### config.mk
export PLATFORM = sky130hd
export DESIGN_NAME = analog_ladder_keypad_events_unit_flat
export DESIGN_NICKNAME = d
export VERILOG_FILES = /design/src/hw/rtl/akl_pkg.sv /design/src/hw/rtl/akl_in_if.sv /design/src/hw/rtl/akl_out_if.sv /design/src/hw/rtl/akl_cfg_regs.sv /design/src/hw/rtl/akl_front.sv /design/src/hw/rtl/akl_queue.sv /design/src/hw/rtl/akl_back.sv /design/src/hw/rtl/analog_ladder_keypad_events_unit.sv /design/src/flat_wrapper.sv
export SDC_FILE = /design/constraint.sdc
export NUM_CORES = 1
export LEC_CHECK = 0
export ABC_CLOCK_PERIOD_IN_PS = 5170
export BUFFER_PORTS_ARGS = -buffer_cell sky130_fd_sc_hd__buf_2
export CAP_MARGIN = 20
export CORE_MARGIN = 2
export CORE_UTILIZATION = 53
export CTS_CLUSTER_SIZE = 30
export DETAILED_ROUTE_END_ITERATION = 10
export PLACE_DENSITY = 0.78
export SLEW_MARGIN = 20
export SYNTH_ARGS = -nofsm -noshare
export SYNTH_HDL_FRONTEND = slang
export SYNTH_HIERARCHICAL = 1
export SYNTH_SLANG_ARGS = --single-unit
### constraint.sdc
create_clock -name i_clk -period 5.17 [get_ports i_clk]
set_input_delay 0 -clock i_clk [delete_from_list [all_inputs] [get_ports i_clk]]
set_output_delay 0 -clock i_clk [all_outputs]
set_load 0.1 [all_outputs]
### src/hw/rtl/akl_pkg.sv
// Shared types, codes and helpers of the analogue ladder keypad event unit.
package akl_pkg;

    localparam int unsigned SAMPLE_BITS = 10;
    localparam int unsigned LEVEL_BITS  = 10;
    localparam int unsigned MAX_BUTTONS = 6;
    localparam int unsigned BTN_W       = 3;
    localparam int unsigned TIME_W      = 32;
    localparam int unsigned IVAL_W      = 16;
    localparam int unsigned LEVELS_W    = MAX_BUTTONS * LEVEL_BITS;
    localparam int unsigned APB_DATA_W  = 64;
    localparam int unsigned APB_ADDR_W  = 5;
    localparam int unsigned REG_IDX_W   = 2;

    localparam logic [BTN_W-1:0] NONE_CODE = 3'd7;
    localparam logic [BTN_W-1:0] BTN_MAX   = BTN_W'(MAX_BUTTONS);

    // Reset values of the configuration registers.
    localparam logic [IVAL_W-1:0] IVAL_RESET = 16'd1000;

    // Long-press modes. Code 3 starts the timer but never reports a long-press.
    localparam logic [1:0] MODE_NONE    = 2'd0;
    localparam logic [1:0] MODE_HOLD    = 2'd1;
    localparam logic [1:0] MODE_RELEASE = 2'd2;

    typedef enum logic [REG_IDX_W-1:0] {
        REG_MODE     = 2'd0,
        REG_INTERVAL = 2'd1,
        REG_COUNT    = 2'd2,
        REG_LEVELS   = 2'd3
    } t_reg_idx;

    typedef enum logic {
        CMD_POLL       = 1'b0,
        CMD_SET_REPEAT = 1'b1
    } t_command;

    typedef enum logic [1:0] {
        EV_PRESS   = 2'd0,
        EV_RELEASE = 2'd1,
        EV_LONG    = 2'd2
    } t_event_kind;

    typedef struct packed {
        logic [1:0]          mode;
        logic [IVAL_W-1:0]   interval;
        logic [BTN_W-1:0]    count;
        logic [LEVELS_W-1:0] levels;
    } t_cfg;

    typedef struct packed {
        logic                   command;
        logic [SAMPLE_BITS-1:0] adc_level;
        logic [TIME_W-1:0]      now_ms;
        logic                   repeat_value;
    } t_in_item;

    // Classified item as it travels from the front part to the back part.
    typedef struct packed {
        logic              command;
        logic [BTN_W-1:0]  reading;
        logic [TIME_W-1:0] now_ms;
        logic              repeat_value;
    } t_cls_item;

    // Number of buttons in use, clamped to the ladder size.
    function automatic logic [BTN_W-1:0] active_count(input logic [BTN_W-1:0] count);
        return (count > BTN_MAX) ? BTN_MAX : count;
    endfunction

endpackage

### src/hw/rtl/akl_in_if.sv
// Input channel of the keypad unit: poll and set-repeat items.
interface akl_in_if import akl_pkg::*; ();
    logic                   valid;
    logic                   ready;
    logic                   command;
    logic [SAMPLE_BITS-1:0] adc_level;
    logic [TIME_W-1:0]      now_ms;
    logic                   repeat_value;

    modport source (output valid, output command, output adc_level, output now_ms,
                    output repeat_value, input ready);
    modport sink (input valid, input command, input adc_level, input now_ms,
                  input repeat_value, output ready);
endinterface

### src/hw/rtl/akl_out_if.sv
// Output channel of the keypad unit: key events.
interface akl_out_if import akl_pkg::*; ();
    logic             valid;
    logic             ready;
    logic [BTN_W-1:0] button_index;
    logic [1:0]       event_kind;

    modport source (output valid, output button_index, output event_kind, input ready);
    modport sink (input valid, input button_index, input event_kind, output ready);
endinterface

### src/hw/rtl/akl_cfg_regs.sv
// APB register file holding the keypad configuration.
module akl_cfg_regs import akl_pkg::*; (
    input  logic                  i_clk,
    input  logic                  i_rst_n,
    input  logic                  psel,
    input  logic                  penable,
    input  logic                  pwrite,
    input  logic [APB_ADDR_W-1:0] paddr,
    input  logic [APB_DATA_W-1:0] pwdata,
    output logic [APB_DATA_W-1:0] prdata,
    output logic                  pready,
    output t_cfg                  o_cfg
);

    t_cfg     r_cfg;
    t_cfg     n_cfg;
    t_reg_idx w_idx;
    logic     w_write;

    assign w_idx   = t_reg_idx'(paddr[APB_ADDR_W-1:3]);
    assign w_write = psel && penable && pwrite;
    assign pready  = 1'b1;
    assign o_cfg   = r_cfg;

    always_comb begin
        n_cfg = r_cfg;
        if (w_write) begin
            unique case (w_idx)
                REG_MODE:     n_cfg.mode     = pwdata[1:0];
                REG_INTERVAL: n_cfg.interval = pwdata[IVAL_W-1:0];
                REG_COUNT:    n_cfg.count    = pwdata[BTN_W-1:0];
                REG_LEVELS:   n_cfg.levels   = pwdata[LEVELS_W-1:0];
            endcase
        end
    end

    always_comb begin
        unique case (w_idx)
            REG_MODE:     prdata = APB_DATA_W'(r_cfg.mode);
            REG_INTERVAL: prdata = APB_DATA_W'(r_cfg.interval);
            REG_COUNT:    prdata = APB_DATA_W'(r_cfg.count);
            REG_LEVELS:   prdata = APB_DATA_W'(r_cfg.levels);
        endcase
    end

    always_ff @(posedge i_clk) begin
        if (!i_rst_n) begin
            r_cfg.mode     <= MODE_NONE;
            r_cfg.interval <= IVAL_RESET;
            r_cfg.count    <= '0;
            r_cfg.levels   <= '0;
        end else begin
            r_cfg <= n_cfg;
        end
    end

endmodule

### src/hw/rtl/akl_front.sv
// Front part: accepts input items and classifies the sample against the trigger levels.
module akl_front import akl_pkg::*; (
    input  logic      i_valid,
    output logic      o_ready,
    input  t_in_item  i_item,
    input  t_cfg      i_cfg,
    input  logic      i_q_full,
    output logic      o_push,
    output t_cls_item o_push_item
);

    logic [BTN_W-1:0]      w_active;
    logic [BTN_W-1:0]      w_reading;
    logic [LEVEL_BITS-1:0] w_level;

    assign w_active = active_count(i_cfg.count);
    assign o_ready  = !i_q_full;
    assign o_push   = i_valid && !i_q_full;

    // Walk from the top so that the lowest matching button index wins.
    always_comb begin
        w_reading = NONE_CODE;
        w_level   = '0;
        for (int i = MAX_BUTTONS - 1; i >= 0; i--) begin
            w_level = i_cfg.levels[i*LEVEL_BITS +: LEVEL_BITS];
            if ((BTN_W'(i) < w_active) && (i_item.adc_level < w_level)) begin
                w_reading = BTN_W'(i);
            end
        end
    end

    always_comb begin
        o_push_item.command      = i_item.command;
        o_push_item.reading      = w_reading;
        o_push_item.now_ms       = i_item.now_ms;
        o_push_item.repeat_value = i_item.repeat_value;
    end

endmodule

### src/hw/rtl/akl_queue.sv
// Two-entry queue between the front and back parts.
module akl_queue import akl_pkg::*; (
    input  logic      i_clk,
    input  logic      i_rst_n,
    input  logic      i_push,
    input  t_cls_item i_push_item,
    output logic      o_full,
    input  logic      i_pop,
    output logic      o_valid,
    output t_cls_item o_head
);

    t_cls_item  r_mem [2];
    logic       r_wr_ptr;
    logic       r_rd_ptr;
    logic [1:0] r_count;
    logic [1:0] n_count;

    assign o_full  = (r_count == 2'd2);
    assign o_valid = (r_count != 2'd0);
    assign o_head  = r_mem[r_rd_ptr];

    always_comb begin
        n_count = r_count;
        if (i_push && !i_pop) begin
            n_count = r_count + 2'd1;
        end else if (i_pop && !i_push) begin
            n_count = r_count - 2'd1;
        end
    end

    always_ff @(posedge i_clk) begin
        if (i_push) begin
            r_mem[r_wr_ptr] <= i_push_item;
        end
    end

    always_ff @(posedge i_clk) begin
        if (!i_rst_n) begin
            r_wr_ptr <= 1'b0;
            r_rd_ptr <= 1'b0;
            r_count  <= 2'd0;
        end else begin
            if (i_push) begin
                r_wr_ptr <= !r_wr_ptr;
            end
            if (i_pop) begin
                r_rd_ptr <= !r_rd_ptr;
            end
            r_count <= n_count;
        end
    end

endmodule

### src/hw/rtl/akl_back.sv
// Back part: key state, long-press timer and the registered event output.
module akl_back import akl_pkg::*; (
    input  logic             i_clk,
    input  logic             i_rst_n,
    input  t_cfg             i_cfg,
    input  logic             i_q_valid,
    input  t_cls_item        i_head,
    output logic             o_pop,
    output logic             o_valid,
    input  logic             i_ready,
    output logic [BTN_W-1:0] o_button_index,
    output logic [1:0]       o_event_kind
);

    logic [BTN_W-1:0]  r_held;
    logic [BTN_W-1:0]  n_held;
    logic              r_timer_run;
    logic              n_timer_run;
    logic [TIME_W-1:0] r_timer_start;
    logic [TIME_W-1:0] n_timer_start;
    logic              r_repeat;
    logic              n_repeat;
    logic              r_out_valid;
    logic              n_out_valid;
    logic [BTN_W-1:0]  r_out_btn;
    logic [BTN_W-1:0]  n_out_btn;
    t_event_kind       r_out_kind;
    t_event_kind       n_out_kind;

    logic [BTN_W-1:0]  w_held;
    logic [TIME_W-1:0] w_elapsed;
    logic              w_expired;
    logic              w_emit;

    assign o_pop          = i_q_valid && (!r_out_valid || i_ready);
    assign o_valid        = r_out_valid;
    assign o_button_index = r_out_btn;
    assign o_event_kind   = r_out_kind;

    // A stored code at or beyond the buttons in use means nothing is held.
    assign w_held    = (r_held < active_count(i_cfg.count)) ? r_held : NONE_CODE;
    assign w_elapsed = i_head.now_ms - r_timer_start;
    assign w_expired = r_timer_run && (w_elapsed >= TIME_W'(i_cfg.interval));

    always_comb begin
        n_held        = r_held;
        n_timer_run   = r_timer_run;
        n_timer_start = r_timer_start;
        n_repeat      = r_repeat;
        n_out_btn     = r_out_btn;
        n_out_kind    = r_out_kind;
        w_emit        = 1'b0;

        if (o_pop) begin
            if (i_head.command == CMD_SET_REPEAT) begin
                n_repeat = i_head.repeat_value;
            end else begin
                priority if (i_head.reading == NONE_CODE) begin
                    if (w_held != NONE_CODE) begin
                        w_emit      = 1'b1;
                        n_out_btn   = w_held;
                        n_out_kind  = (i_cfg.mode == MODE_RELEASE && w_expired) ?
                                      EV_LONG : EV_RELEASE;
                        n_timer_run = 1'b0;
                        n_repeat    = 1'b0;
                    end
                end else if (w_held == NONE_CODE) begin
                    w_emit     = 1'b1;
                    n_out_btn  = i_head.reading;
                    n_out_kind = EV_PRESS;
                    if (i_cfg.mode != MODE_NONE) begin
                        n_timer_run   = 1'b1;
                        n_timer_start = i_head.now_ms;
                    end
                end else if (i_cfg.mode == MODE_HOLD && w_expired) begin
                    w_emit      = 1'b1;
                    n_out_btn   = i_head.reading;
                    n_out_kind  = EV_LONG;
                    n_timer_run = 1'b0;
                end else if (r_repeat) begin
                    w_emit     = 1'b1;
                    n_out_btn  = w_held;
                    n_out_kind = EV_PRESS;
                end else begin
                    w_emit = 1'b0;
                end
                // Moving straight from one button to another gives no release event and no press of the new button.
                n_held = i_head.reading;
            end
        end

        n_out_valid = o_pop ? w_emit : (r_out_valid && !i_ready);
    end

    always_ff @(posedge i_clk) begin
        r_out_btn  <= n_out_btn;
        r_out_kind <= n_out_kind;
    end

    always_ff @(posedge i_clk) begin
        if (!i_rst_n) begin
            r_held        <= NONE_CODE;
            r_timer_run   <= 1'b0;
            r_timer_start <= '0;
            r_repeat      <= 1'b0;
            r_out_valid   <= 1'b0;
        end else begin
            r_held        <= n_held;
            r_timer_run   <= n_timer_run;
            r_timer_start <= n_timer_start;
            r_repeat      <= n_repeat;
            r_out_valid   <= n_out_valid;
        end
    end

endmodule

### src/hw/rtl/analog_ladder_keypad_events_unit.sv
// Keypad event unit for a resistor-ladder keypad. It takes one item per clock unless the queue is
// full: a poll carrying an ADC sample and a millisecond timestamp, or a set-repeat command. A poll
// is classified against the trigger levels as it is accepted, waits in a two-entry queue, and is
// turned into at most one press, release or long-press event by the key state logic. Each event
// is registered in the output register, so it passes through the queue and then that register.
// The output register and the queue let input transfers continue while an event waits to be taken.
// Configuration is written over APB at byte addresses 0, 8, 16 and 24 (mode, long-press interval,
// button count, packed trigger levels) and should only be changed while the unit is idle.
module analog_ladder_keypad_events_unit import akl_pkg::*; (
    input  logic                  i_clk,
    input  logic                  i_rst_n,
    akl_in_if.sink                i_in_item,
    akl_out_if.source             o_event,
    input  logic                  psel,
    input  logic                  penable,
    input  logic                  pwrite,
    input  logic [APB_ADDR_W-1:0] paddr,
    input  logic [APB_DATA_W-1:0] pwdata,
    output logic [APB_DATA_W-1:0] prdata,
    output logic                  pready
);

    t_cfg      w_cfg;
    t_in_item  w_in_item;
    t_cls_item w_push_item;
    t_cls_item w_head;
    logic      w_push;
    logic      w_pop;
    logic      w_q_full;
    logic      w_q_valid;
    logic      w_front_ready;

    always_comb begin
        w_in_item.command      = i_in_item.command;
        w_in_item.adc_level    = i_in_item.adc_level;
        w_in_item.now_ms       = i_in_item.now_ms;
        w_in_item.repeat_value = i_in_item.repeat_value;
    end

    assign i_in_item.ready = w_front_ready;

    akl_cfg_regs u_cfg_regs (
        .i_clk   (i_clk),
        .i_rst_n (i_rst_n),
        .psel    (psel),
        .penable (penable),
        .pwrite  (pwrite),
        .paddr   (paddr),
        .pwdata  (pwdata),
        .prdata  (prdata),
        .pready  (pready),
        .o_cfg   (w_cfg)
    );

    akl_front u_front (
        .i_valid     (i_in_item.valid),
        .o_ready     (w_front_ready),
        .i_item      (w_in_item),
        .i_cfg       (w_cfg),
        .i_q_full    (w_q_full),
        .o_push      (w_push),
        .o_push_item (w_push_item)
    );

    akl_queue u_queue (
        .i_clk       (i_clk),
        .i_rst_n     (i_rst_n),
        .i_push      (w_push),
        .i_push_item (w_push_item),
        .o_full      (w_q_full),
        .i_pop       (w_pop),
        .o_valid     (w_q_valid),
        .o_head      (w_head)
    );

    akl_back u_back (
        .i_clk          (i_clk),
        .i_rst_n        (i_rst_n),
        .i_cfg          (w_cfg),
        .i_q_valid      (w_q_valid),
        .i_head         (w_head),
        .o_pop          (w_pop),
        .o_valid        (o_event.valid),
        .i_ready        (o_event.ready),
        .o_button_index (o_event.button_index),
        .o_event_kind   (o_event.event_kind)
    );

endmodule
### src/flat_wrapper.sv
// flat-port wrapper written by rule: the top's interface ports become plain ports
module analog_ladder_keypad_events_unit_flat import akl_pkg::*;
  (i_clk, i_rst_n, psel, penable, pwrite, paddr, pwdata, prdata, pready, i_in_item_valid, i_in_item_command, i_in_item_adc_level, i_in_item_now_ms, i_in_item_repeat_value, i_in_item_ready, o_event_valid, o_event_button_index, o_event_event_kind, o_event_ready);
  akl_in_if i_in_item_i ();
  akl_out_if o_event_i ();
  input  logic i_clk;
  input  logic i_rst_n;
  input  logic psel;
  input  logic penable;
  input  logic pwrite;
  input  logic [APB_ADDR_W-1:0] paddr;
  input  logic [APB_DATA_W-1:0] pwdata;
  output logic [APB_DATA_W-1:0] prdata;
  output logic pready;
  input wire logic [$bits(i_in_item_i.valid)-1:0] i_in_item_valid;
  input wire logic [$bits(i_in_item_i.command)-1:0] i_in_item_command;
  input wire logic [$bits(i_in_item_i.adc_level)-1:0] i_in_item_adc_level;
  input wire logic [$bits(i_in_item_i.now_ms)-1:0] i_in_item_now_ms;
  input wire logic [$bits(i_in_item_i.repeat_value)-1:0] i_in_item_repeat_value;
  output wire logic [$bits(i_in_item_i.ready)-1:0] i_in_item_ready;
  output wire logic [$bits(o_event_i.valid)-1:0] o_event_valid;
  output wire logic [$bits(o_event_i.button_index)-1:0] o_event_button_index;
  output wire logic [$bits(o_event_i.event_kind)-1:0] o_event_event_kind;
  input wire logic [$bits(o_event_i.ready)-1:0] o_event_ready;
  assign i_in_item_i.valid = i_in_item_valid;
  assign i_in_item_i.command = i_in_item_command;
  assign i_in_item_i.adc_level = i_in_item_adc_level;
  assign i_in_item_i.now_ms = i_in_item_now_ms;
  assign i_in_item_i.repeat_value = i_in_item_repeat_value;
  assign i_in_item_ready = i_in_item_i.ready;
  assign o_event_valid = o_event_i.valid;
  assign o_event_button_index = o_event_i.button_index;
  assign o_event_event_kind = o_event_i.event_kind;
  assign o_event_i.ready = o_event_ready;
  analog_ladder_keypad_events_unit u_core (.i_clk(i_clk), .i_rst_n(i_rst_n), .i_in_item(i_in_item_i), .o_event(o_event_i), .psel(psel), .penable(penable), .pwrite(pwrite), .paddr(paddr), .pwdata(pwdata), .prdata(prdata), .pready(pready));
endmodule
# Word-level counts from Yosys, hierarchy flattened
# Memory sizes are Yosys's and may differ from the RTL's. A register that Yosys moved wholly into a read port is not among the register bits.
# Cells that the tools add are included.
dict set report totals {
  register_bits 128
  latch_bits 0
  ram_bits 74
  romBits 0
  inputBits 120
  output_inout_bits 72
  elab_cells 127
  memories 1
}
# name words width read_ports rd_ports_with_merged_regs write_ports line_no
set mem_list {}
lappend mem_list {u_core.u_queue.r_mem 2 37 1 1 1 akl_queue.sv:13} ;# t_cls_item r_mem [2];
dict set report op_classes {
  add_sub_neg 3
  n_mul 0
  div 0
  magnitude_cmp 15
  eq_ne 11
  n_shift 0
  n_mux 40
  bitwise_logic 2
  reduce_logical 41
}
# cell n
set op_table {}
lappend op_table {{$pmux 64 s4} 1}
lappend op_table {{$lt 10x10->1} 6}
lappend op_table {{$mux 3} 12}
lappend op_table {{$ge 32x16->1} 1}
lappend op_table {{$sub 32x32->32} 1}
lappend op_table {{$mux 1} 18}
lappend op_table {{$mux 2} 9}
lappend op_table {{$logic_and 1x1->1} 16}
lappend op_table {{$reduce_and 2->1} 5}
lappend op_table {{$reduce_and 5->1} 2}
lappend op_table {{$reduce_bool 2->1} 5}
lappend op_table {{$eq 2x2->1 const B} 4}
lappend op_table {{$logic_not 1->1} 7}
lappend op_table {{$eq 3x3->1 const B} 2}
lappend op_table {{$lt 1x3->1 const A} 2}
lappend op_table {{$lt 2x3->1 const A} 2}
lappend op_table {{$lt 3x3->1 const A} 2}
lappend op_table {{$eq 2x1->1 const B} 2}
lappend op_table {{$reduce_and 4->1} 1}
lappend op_table {{$reduce_bool 4->1} 1}
lappend op_table {{$gt 3x3->1 const B} 1}
lappend op_table {{$lt 3x3->1} 1}
lappend op_table {{$ne 3x2->1 const B} 1}
lappend op_table {{$ne 3x3->1 const B} 1}
lappend op_table {{8 further kinds} 9}

# Depth between registers and ports, before layout
# Gate-level depths: netlist of the first run.
dict set report depth {
  word_depth 10
  ltp_mapped 24
  ltp_nobuf 22
}

# Modules after synthesis
# The synthesis of the first run kept the hierarchy.
# mod instances cells_per_inst area_per_inst_um2 seq_area_each_um2
set modules_own_cells {}
lappend modules_own_cells {akl_back 1 614 4445.5 910.9}
lappend modules_own_cells {akl_cfg_regs 1 437 3941.3 1621.6}
lappend modules_own_cells {akl_queue 1 137 2899.0 2322.2}
lappend modules_own_cells {akl_front 1 232 1697.9 0.0}

# Worst setup path after synthesis of the first run
# OpenSTA, ideal clock, no wires.
dict set report synth_timing {
  kind {reg-to-reg}
  from {register with a tool-made name}
  to {register u_core.u_back.r_out_btn[0], in the netlist u_core/u_back/o_button_index[0], enable pin}
  setup_ns 0.278
  t_arrival_ns 4.764
  required_ns 4.892
  setup_slack_ns 0.128
  path_stages_with_launch 24
  n_path_buf 2
  period_less_slack_ns 5.042
  cell_sequence {dfxtp_1 -> buf_2 -> buf_6 -> mux2_2 -> inv_1 -> ha_1 -> fa_1 -> nand2b_1 -> a21o_1 -> a2111oi_0 -> or2_2 -> nor2_1 -> xnor2_1 -> ha_1 -> nand4_1 -> nor3_1 -> a221oi_1 -> nand4_1 -> nor4_1 -> nand4_1 -> or4_4 -> o21a_1 -> a21oi_4 -> a21oi_1}
}
# element line_no
set synth_lines {}
lappend synth_lines {{end signal, assigned} akl_back.sv:96} ;# r_out_btn <= n_out_btn;
lappend synth_lines {{end, declared} akl_back.sv:25} ;# logic [BTN_W-1:0] r_out_btn;

==> results of run 1 <==
==> area by class of cell <==
class / instances / area, um2
Clock inverter: 9 / 106
Tap cell: 324 / 405
Inverter: 122 / 458
Sequential cell: 203 / 4860
Clock buffer: 33 / 643
Fill cell: 1839 / 8410
Timing Repair Buffer: 315 / 2180
Multi-Input combinational cell: 988 / 7110
==> cell usage after synthesis, drive strengths merged, types with 19 or more instances <==
cell / n
a21boi: 37
a21oi: 61
and3: 52
buf: 74
clkbuf: 36
dfxtp: 124
edfxtp: 79
ha: 104
inv: 122
mux2: 38
mux2i: 89
nand2: 256
nand3: 19
nand4: 21
nor2: 46
nor2b: 22
o211ai: 19
o21ai: 46
==> per-layer routing <==
layer	GRT usage	vias to the layer above	wire length, um
met1	0.323	5279	14500
met5	0	-	0
met3	0.0354	72	1900
li1	-	5382	-
met2	0.456	380	16800
met4	0.0889	0	1020
==> per-stage QoR <==
step                      worst slack [ns]  std cells  hold WS, ns  power (mW)
after floorplan                      0.128       1423        0.118        3.34
after global placement              0.0629       1850        0.189        3.82
after detailed placement           -0.0888       1851        0.192        3.85
after CTS                          0.00984       1990      0.00424        5.56
after global routing                -0.105       1994       0.0432        5.96
final                               0.0874       1994       0.0166        5.64
==> worst min-delay path: cells and delay by family <==
family        cells  cell delay, ns
mux               1            0.05
simple gates      1            0.13
buf+inv           1            0.28
==> kinds of logic (layout without fill, tap and decap cells) <==
kind of cell	count (synthesis)	after routing	share of synthesized area
AO/OA/AOI/OAI	253	253	0.137
XOR/XNOR	20	20	0.0135
adder cells (fa/ha/maj)	105	105	0.102
buffers and inverters	232	479	0.0942
flip-flops	203	203	0.374
multiplexers	129	129	0.105
other	2	5	0.000578
AND/OR/NAND/NOR	476	476	0.174
==> flip-flops by register name (all words and copies together), names as in the netlist, named ones only <==
name	flops
u_core/u_cfg_regs/o_cfg	81
u_core/u_queue/r_mem	74
u_core/u_back/r_timer_start	32
u_core/u_back/o_button_index	3
u_core/u_back/r_held	3
u_core/u_back/o_event_kind	2
u_core/u_queue/r_count	2
u_core/u_back/o_valid	1
u_core/u_back/r_repeat	1
u_core/u_back/r_timer_run	1
u_core/u_queue/r_rd_ptr	1
u_core/u_queue/r_wr_ptr	1
==> timing repair <==
action                     in CTS  in global routing
setup endpoints to repair       8                 12
hold buffers                   96                  0
resized for setup               6                 36
pin swaps                       0                 19
cloned                          0                  0
buffers inserted                1                  4
hold endpoints to repair      151                  0
==> worst min path at each step <==
stage / slack (ns) / startpoint / end
after CTS: 0.004 / i_rst_n / u_core/u_cfg_regs/o_cfg[35]$_SDFFE_PN0P_
after global routing: 0.04 / i_rst_n / u_core/u_cfg_regs/o_cfg[58]$_SDFFE_PN0P_
after global placement: 0.19 / i_in_item_now_ms[10] / u_core/u_queue/r_mem[1][11]$_DFFE_PP_
after floorplan: 0.12 / i_rst_n / u_core/u_queue/r_wr_ptr$_SDFFE_PN0P_
final: 0.02 / i_rst_n / u_core/u_cfg_regs/o_cfg[31]$_SDFFE_PN0P_
after detailed placement: 0.19 / i_in_item_now_ms[9] / u_core/u_queue/r_mem[0][10]$_DFFE_PP_
==> power groups by stage <==
| stage | clock (mW) | combinational, mW | sequential (mW) |
|---|---|---|---|
| 2_1_floorplan | 0 | 1.44 | 1.90 |
| 3_3_place_gp | 0 | 1.94 | 1.88 |
| 3_5_place_dp | 0 | 1.97 | 1.88 |
| 4_1_cts | 1.65 | 2.06 | 1.84 |
| 5_1_grt | 1.72 | 2.38 | 1.86 |
| 6_report | 1.62 | 2.17 | 1.85 |
==> results.json, run 1 <==
{
  "critPathArrivalTime_ns": 5.34,
  "endpoint_kind": "flop",
  "antenna_cells": 0,
  "cts.path.max_buffers": 3,
  "final_util": 0.652,
  "hp-class": "in2reg",
  "r2r_slack_ns": 0.09,
  "dpl-instance-area_mm2": 0.0138,
  "path_clk_slew_ns": 0.06,
  "yosysSeqAreaShare": 0.374,
  "via_per_inst": 5.57,
  "synth_area_mm2": 0.0130,
  "start_util": 0.537,
  "relSlewSlack": 0.246,
  "hold_violations": 0,
  "crit_path_start_kind": "flop",
  "die_height_um": 161,
  "layout-drive-gt1-share": 0.211,
  "cts_sinks": 203,
  "grt_usage": 0.258,
  "crit_family": "simple AND/OR/NAND/NOR gates",
  "period_needed_ns": 5.08,
  "vias": 11100,
  "power.switching_mw": 1.98,
  "drc": 0,
  "cp_slowest_cell": "or4_4",
  "tightest_slew_ns": 1.13,
  "totalWireLength_mm": 34.2,
  "r2r_cells": 22,
  "fp-row-count": 57,
  "crit_cells": 22,
  "synthCells": 1420,
  "final_nets": 1878,
  "firstDrtPassIters": 5,
  "path_buf_inv": 3,
  "io_pins": 192,
  "drv_cap": 0,
  "yosys-top-cells-area": "dfxtp_1, edfxtp_1, ha_1, nand2_1, mux2i_1",
  "grt_max_degree": 68,
  "fin_crit_sh": 0.983,
  "leakagePower_nw": 6.34,
  "die_w_um": 161,
  "cp_cell_sequence": "mux2_4 > inv_2 > ha_4 > fa_2 > nand2b_4 > a21o_4 > a2111oi_4 > buf_4 > or2_4 > nor2_4 > xnor2_2 > ha_1 > nand4_1 > nor3_2 > buf_4 > nand2_1 > a31oi_1 > or4_1 > or4_4 > o211ai_4 > a21oi_2 > o32a_1",
  "cts_made_buffers": 23,
  "worstPathRequired_ns": 5.43,
  "synth_edf_count": 79,
  "switching_share": 0.352,
  "hpwl_mm": 23.7,
  "cts_root_buffer": "clkbuf_16",
  "rsz0062_at_grt": "true",
  "p_clk_frac": 0.288,
  "worst_path_largest_cell_delay_ns": 0.58,
  "yosys.area.top_type": "dfxtp_1",
  "cts_tree": "built",
  "core_area_mm2": 0.0242,
  "postLayoutCellArea_mm2": 0.0158,
  "drt_iter0_drc": 734,
  "outcome": "completed",
  "antenna_found_initial": 0,
  "fmax_ghz": 0.197,
  "layout_commonest_cell": "nand2_1",
  "setup_tns_ns": 0,
  "synth_warnings": 6,
  "yosys_most_used_dff": "dfxtp_1",
  "synthDistinctLibCells": 90,
  "crit_fanout": 3,
  "fp.dieArea_mm2": 0.0258,
  "whs_path_depth": 3,
  "maxSlewViolCount": 0,
  "r2r_end": "u_core/u_back/o_button_index[1]$_DFFE_PP_",
  "synth_top_area_frac": 0.191,
  "async_reset_ff_frac": 0,
  "mostFrequentLayoutCells": "nand2_1, buf_2, dfxtp_1",
  "postRouteAntennaNets": 0,
  "synth-seq-cells": 203,
  "power_frac_comb": 0.385,
  "wl_per_cell_um": 17.2,
  "setup_viol": 0,
  "io_buffers": 179,
  "vdd_drop_max_mv": 0.203,
  "grt_pass1_vias": 11100,
  "synth.avg_cell_area_um2": 9.14,
  "cellInternalPower_mw": 3.65,
  "finalWeightedCongestion": 0.899,
  "endpoint": "u_core/u_back/o_button_index[1]$_DFFE_PP_",
  "grt-ovfl-total": 0,
  "crit_top_cell": "buf_4",
  "h-tree-depth": 1,
  "grt_pass1_wl_mm": 54.6,
  "synthToLayoutAreaGrowth_pct": 21.4,
  "fin_skew_ns": 0.0119,
  "critPathKind": "reg2reg",
  "clkLatencyLatePin_ns": 0.51,
  "p_per_area_mw_per_mm2": 358,
  "p_seq_frac": 0.327
}
No activity file was read; power rests on OpenSTA's default activity.
==> run 2: changes to the inputs <==
--- a/config.mk
+++ b/config.mk
@@ -13,6 +13,7 @@
 export CTS_CLUSTER_SIZE = 30
 export DETAILED_ROUTE_END_ITERATION = 10
 export PLACE_DENSITY = 0.78
+export RECOVER_POWER = 100
 export SLEW_MARGIN = 20
 export SYNTH_ARGS = -nofsm -noshare
 export SYNTH_HDL_FRONTEND = slang
==> results.json, run 2 (synthesized netlist as in run 1, its figures left out) <==
{
  "critPathKind": "reg2reg",
  "relSlewSlack": -0.766,
  "grt_usage": 0.258,
  "core_area_mm2": 0.0242,
  "h-tree-depth": 1,
  "vdd_drop_max_mv": 0.205,
  "clkLatencyLatePin_ns": 0.51,
  "violations": "capacitance limit, slew limit",
  "finalWeightedCongestion": 0.899,
  "grt_max_degree": 68,
  "power.switching_mw": 1.98,
  "grt_pass1_vias": 11100,
  "postLayoutCellArea_mm2": 0.0156,
  "crit_path_start_kind": "flop",
  "hp-class": "in2reg",
  "start_util": 0.537,
  "worstPathRequired_ns": 5.43,
  "path_clk_slew_ns": 0.06,
  "p_per_area_mw_per_mm2": 360,
  "synthToLayoutAreaGrowth_pct": 20.2,
  "leakagePower_nw": 5.97,
  "switching_share": 0.352,
  "crit_top_cell": "buf_4",
  "hold_violations": 0,
  "cp_cell_sequence": "mux2_4 > inv_2 > ha_4 > fa_2 > nand2b_4 > a21o_4 > a2111oi_4 > buf_4 > or2_4 > nor2_4 > xnor2_2 > ha_1 > nand4_1 > nor3_2 > buf_4 > nand2_1 > a31oi_1 > or4_1 > or4_4 > o211ai_4 > a21oi_2 > o32a_1",
  "mostFrequentLayoutCells": "nand2_1, dfxtp_1, inv_1",
  "io_pins": 192,
  "antenna_found_initial": 0,
  "grt-ovfl-total": 0,
  "via_per_inst": 5.54,
  "cts_sinks": 203,
  "cts_root_buffer": "clkbuf_16",
  "endpoint_kind": "flop",
  "firstDrtPassIters": 5,
  "p_clk_frac": 0.288,
  "largest_reg_flops": 81,
  "fp-row-count": 57,
  "totalWireLength_mm": 34.1,
  "cp_slowest_cell": "or4_4",
  "layout_commonest_cell": "nand2_1",
  "fp.dieArea_mm2": 0.0258,
  "vias": 11000,
  "fin_hold_ws_ns": 0.128,
  "cts.path.max_buffers": 3,
  "crit_fanout": 3,
  "cts_tree": "built",
  "fin_cells": 1994,
  "drv_cap": 6,
  "power_mw": 5.62,
  "postRouteAntennaNets": 0,
  "cellInternalPower_mw": 3.64,
  "drc": 0,
  "setup_viol": 0,
  "fmax_ghz": 0.197,
  "outcome": "complete, but fails checks",
  "rsz0062_at_grt": "true",
  "drt_iter0_drc": 787,
  "die_height_um": 161,
  "layout-drive-gt1-share": 0.153,
  "power_frac_comb": 0.383,
  "critPathArrivalTime_ns": 5.33,
  "p_seq_frac": 0.329,
  "antenna_cells": 0,
  "fin_crit_sh": 0.981,
  "wl_per_cell_um": 17.1,
  "hpwl_mm": 23.7,
  "final_nets": 1878,
  "period_needed_ns": 5.07,
  "dpl-instance-area_mm2": 0.0138,
  "die_w_um": 161,
  "dp.cells": 1851,
  "worst_path_largest_cell_delay_ns": 0.58,
  "grt_pass1_wl_mm": 54.6,
  "io_buffers": 179,
  "cts_made_buffers": 23,
  "tightest_slew_ns": 2.65,
  "setup_tns_ns": 0,
  "fin_skew_ns": 0.0106,
  "maxSlewViolCount": 353
}
## run 2: path summary, 6_finish.rpt
check	from	endpoint	slack [ns]	cells past startpoint
worst max-delay path	flop	u_core/u_back/o_button_index[1]$_DFFE_PP_	0.1	22
worst min-delay path	penable	u_core/u_cfg_regs/o_cfg[69]$_SDFFE_PN1P_	0.13	4
worst max register to register	flop	u_core/u_back/o_button_index[1]$_DFFE_PP_	0.1	22
worst min register to register	u_core/u_back/r_timer_start[13]$_SDFFE_PN0P_	u_core/u_back/r_timer_start[13]$_SDFFE_PN0P_	0.47	2
## run 2: routing by layer
metal  up-vias  wire [um]  track usage
met1      5233      14500        0.323
met3        73       1770       0.0354
li1       5392          -            -
met2       341      16700        0.456
met4         0       1040       0.0889
met5         -          0            0
## run 2: critical path, delay by kind of cell (launching register included)
kind | cells | cell delay [ns]
AND/OR/NAND/NOR | 8 | 1.62
AO/OA/AOI/OAI | 6 | 1.30
adder cells (fa/ha/maj) | 3 | 0.86
flip-flops | 1 | 0.34
buffers and inverters | 3 | 0.33
multiplexers | 1 | 0.21
XOR/XNOR | 1 | 0.15
## run 2: stage by stage
stage | utilization | setup WS (ns)
finish | 0.645 | 0.0986
floorplan | - | 0.128
global route | 0.645 | -0.105
detailed placement | 0.571 | -0.0888
global placement | 0.571 | 0.0629
CTS | 0.644 | 0.00984
## run 2: cell type report
cell class	instances	area (um2)
inverter	122	458
timing repair buffer	315	2040
clock inverter	9	106
tap	324	405
fill	1909	8580
sequential	203	4860
clock buffer	33	643
multi-input combinational	988	7090
## run 2: repair_timing
item,4_1_cts,5_1_grt
resized for setup,6,36
endpoints found under the setup margin,8,12
hold buffers,96,0
hold endpoints to repair,151,0
buffers inserted,1,4
pin swaps,0,19
## run 2: power by group through the flow
stage	Sequential, mW	Combinational, mW	Clock, mW
after floorplan	1.90	1.44	0
after global placement	1.88	1.94	0
after detailed placement	1.88	1.97	0
after CTS	1.84	2.06	1.65
after global routing	1.86	2.37	1.72
final	1.85	2.15	1.62
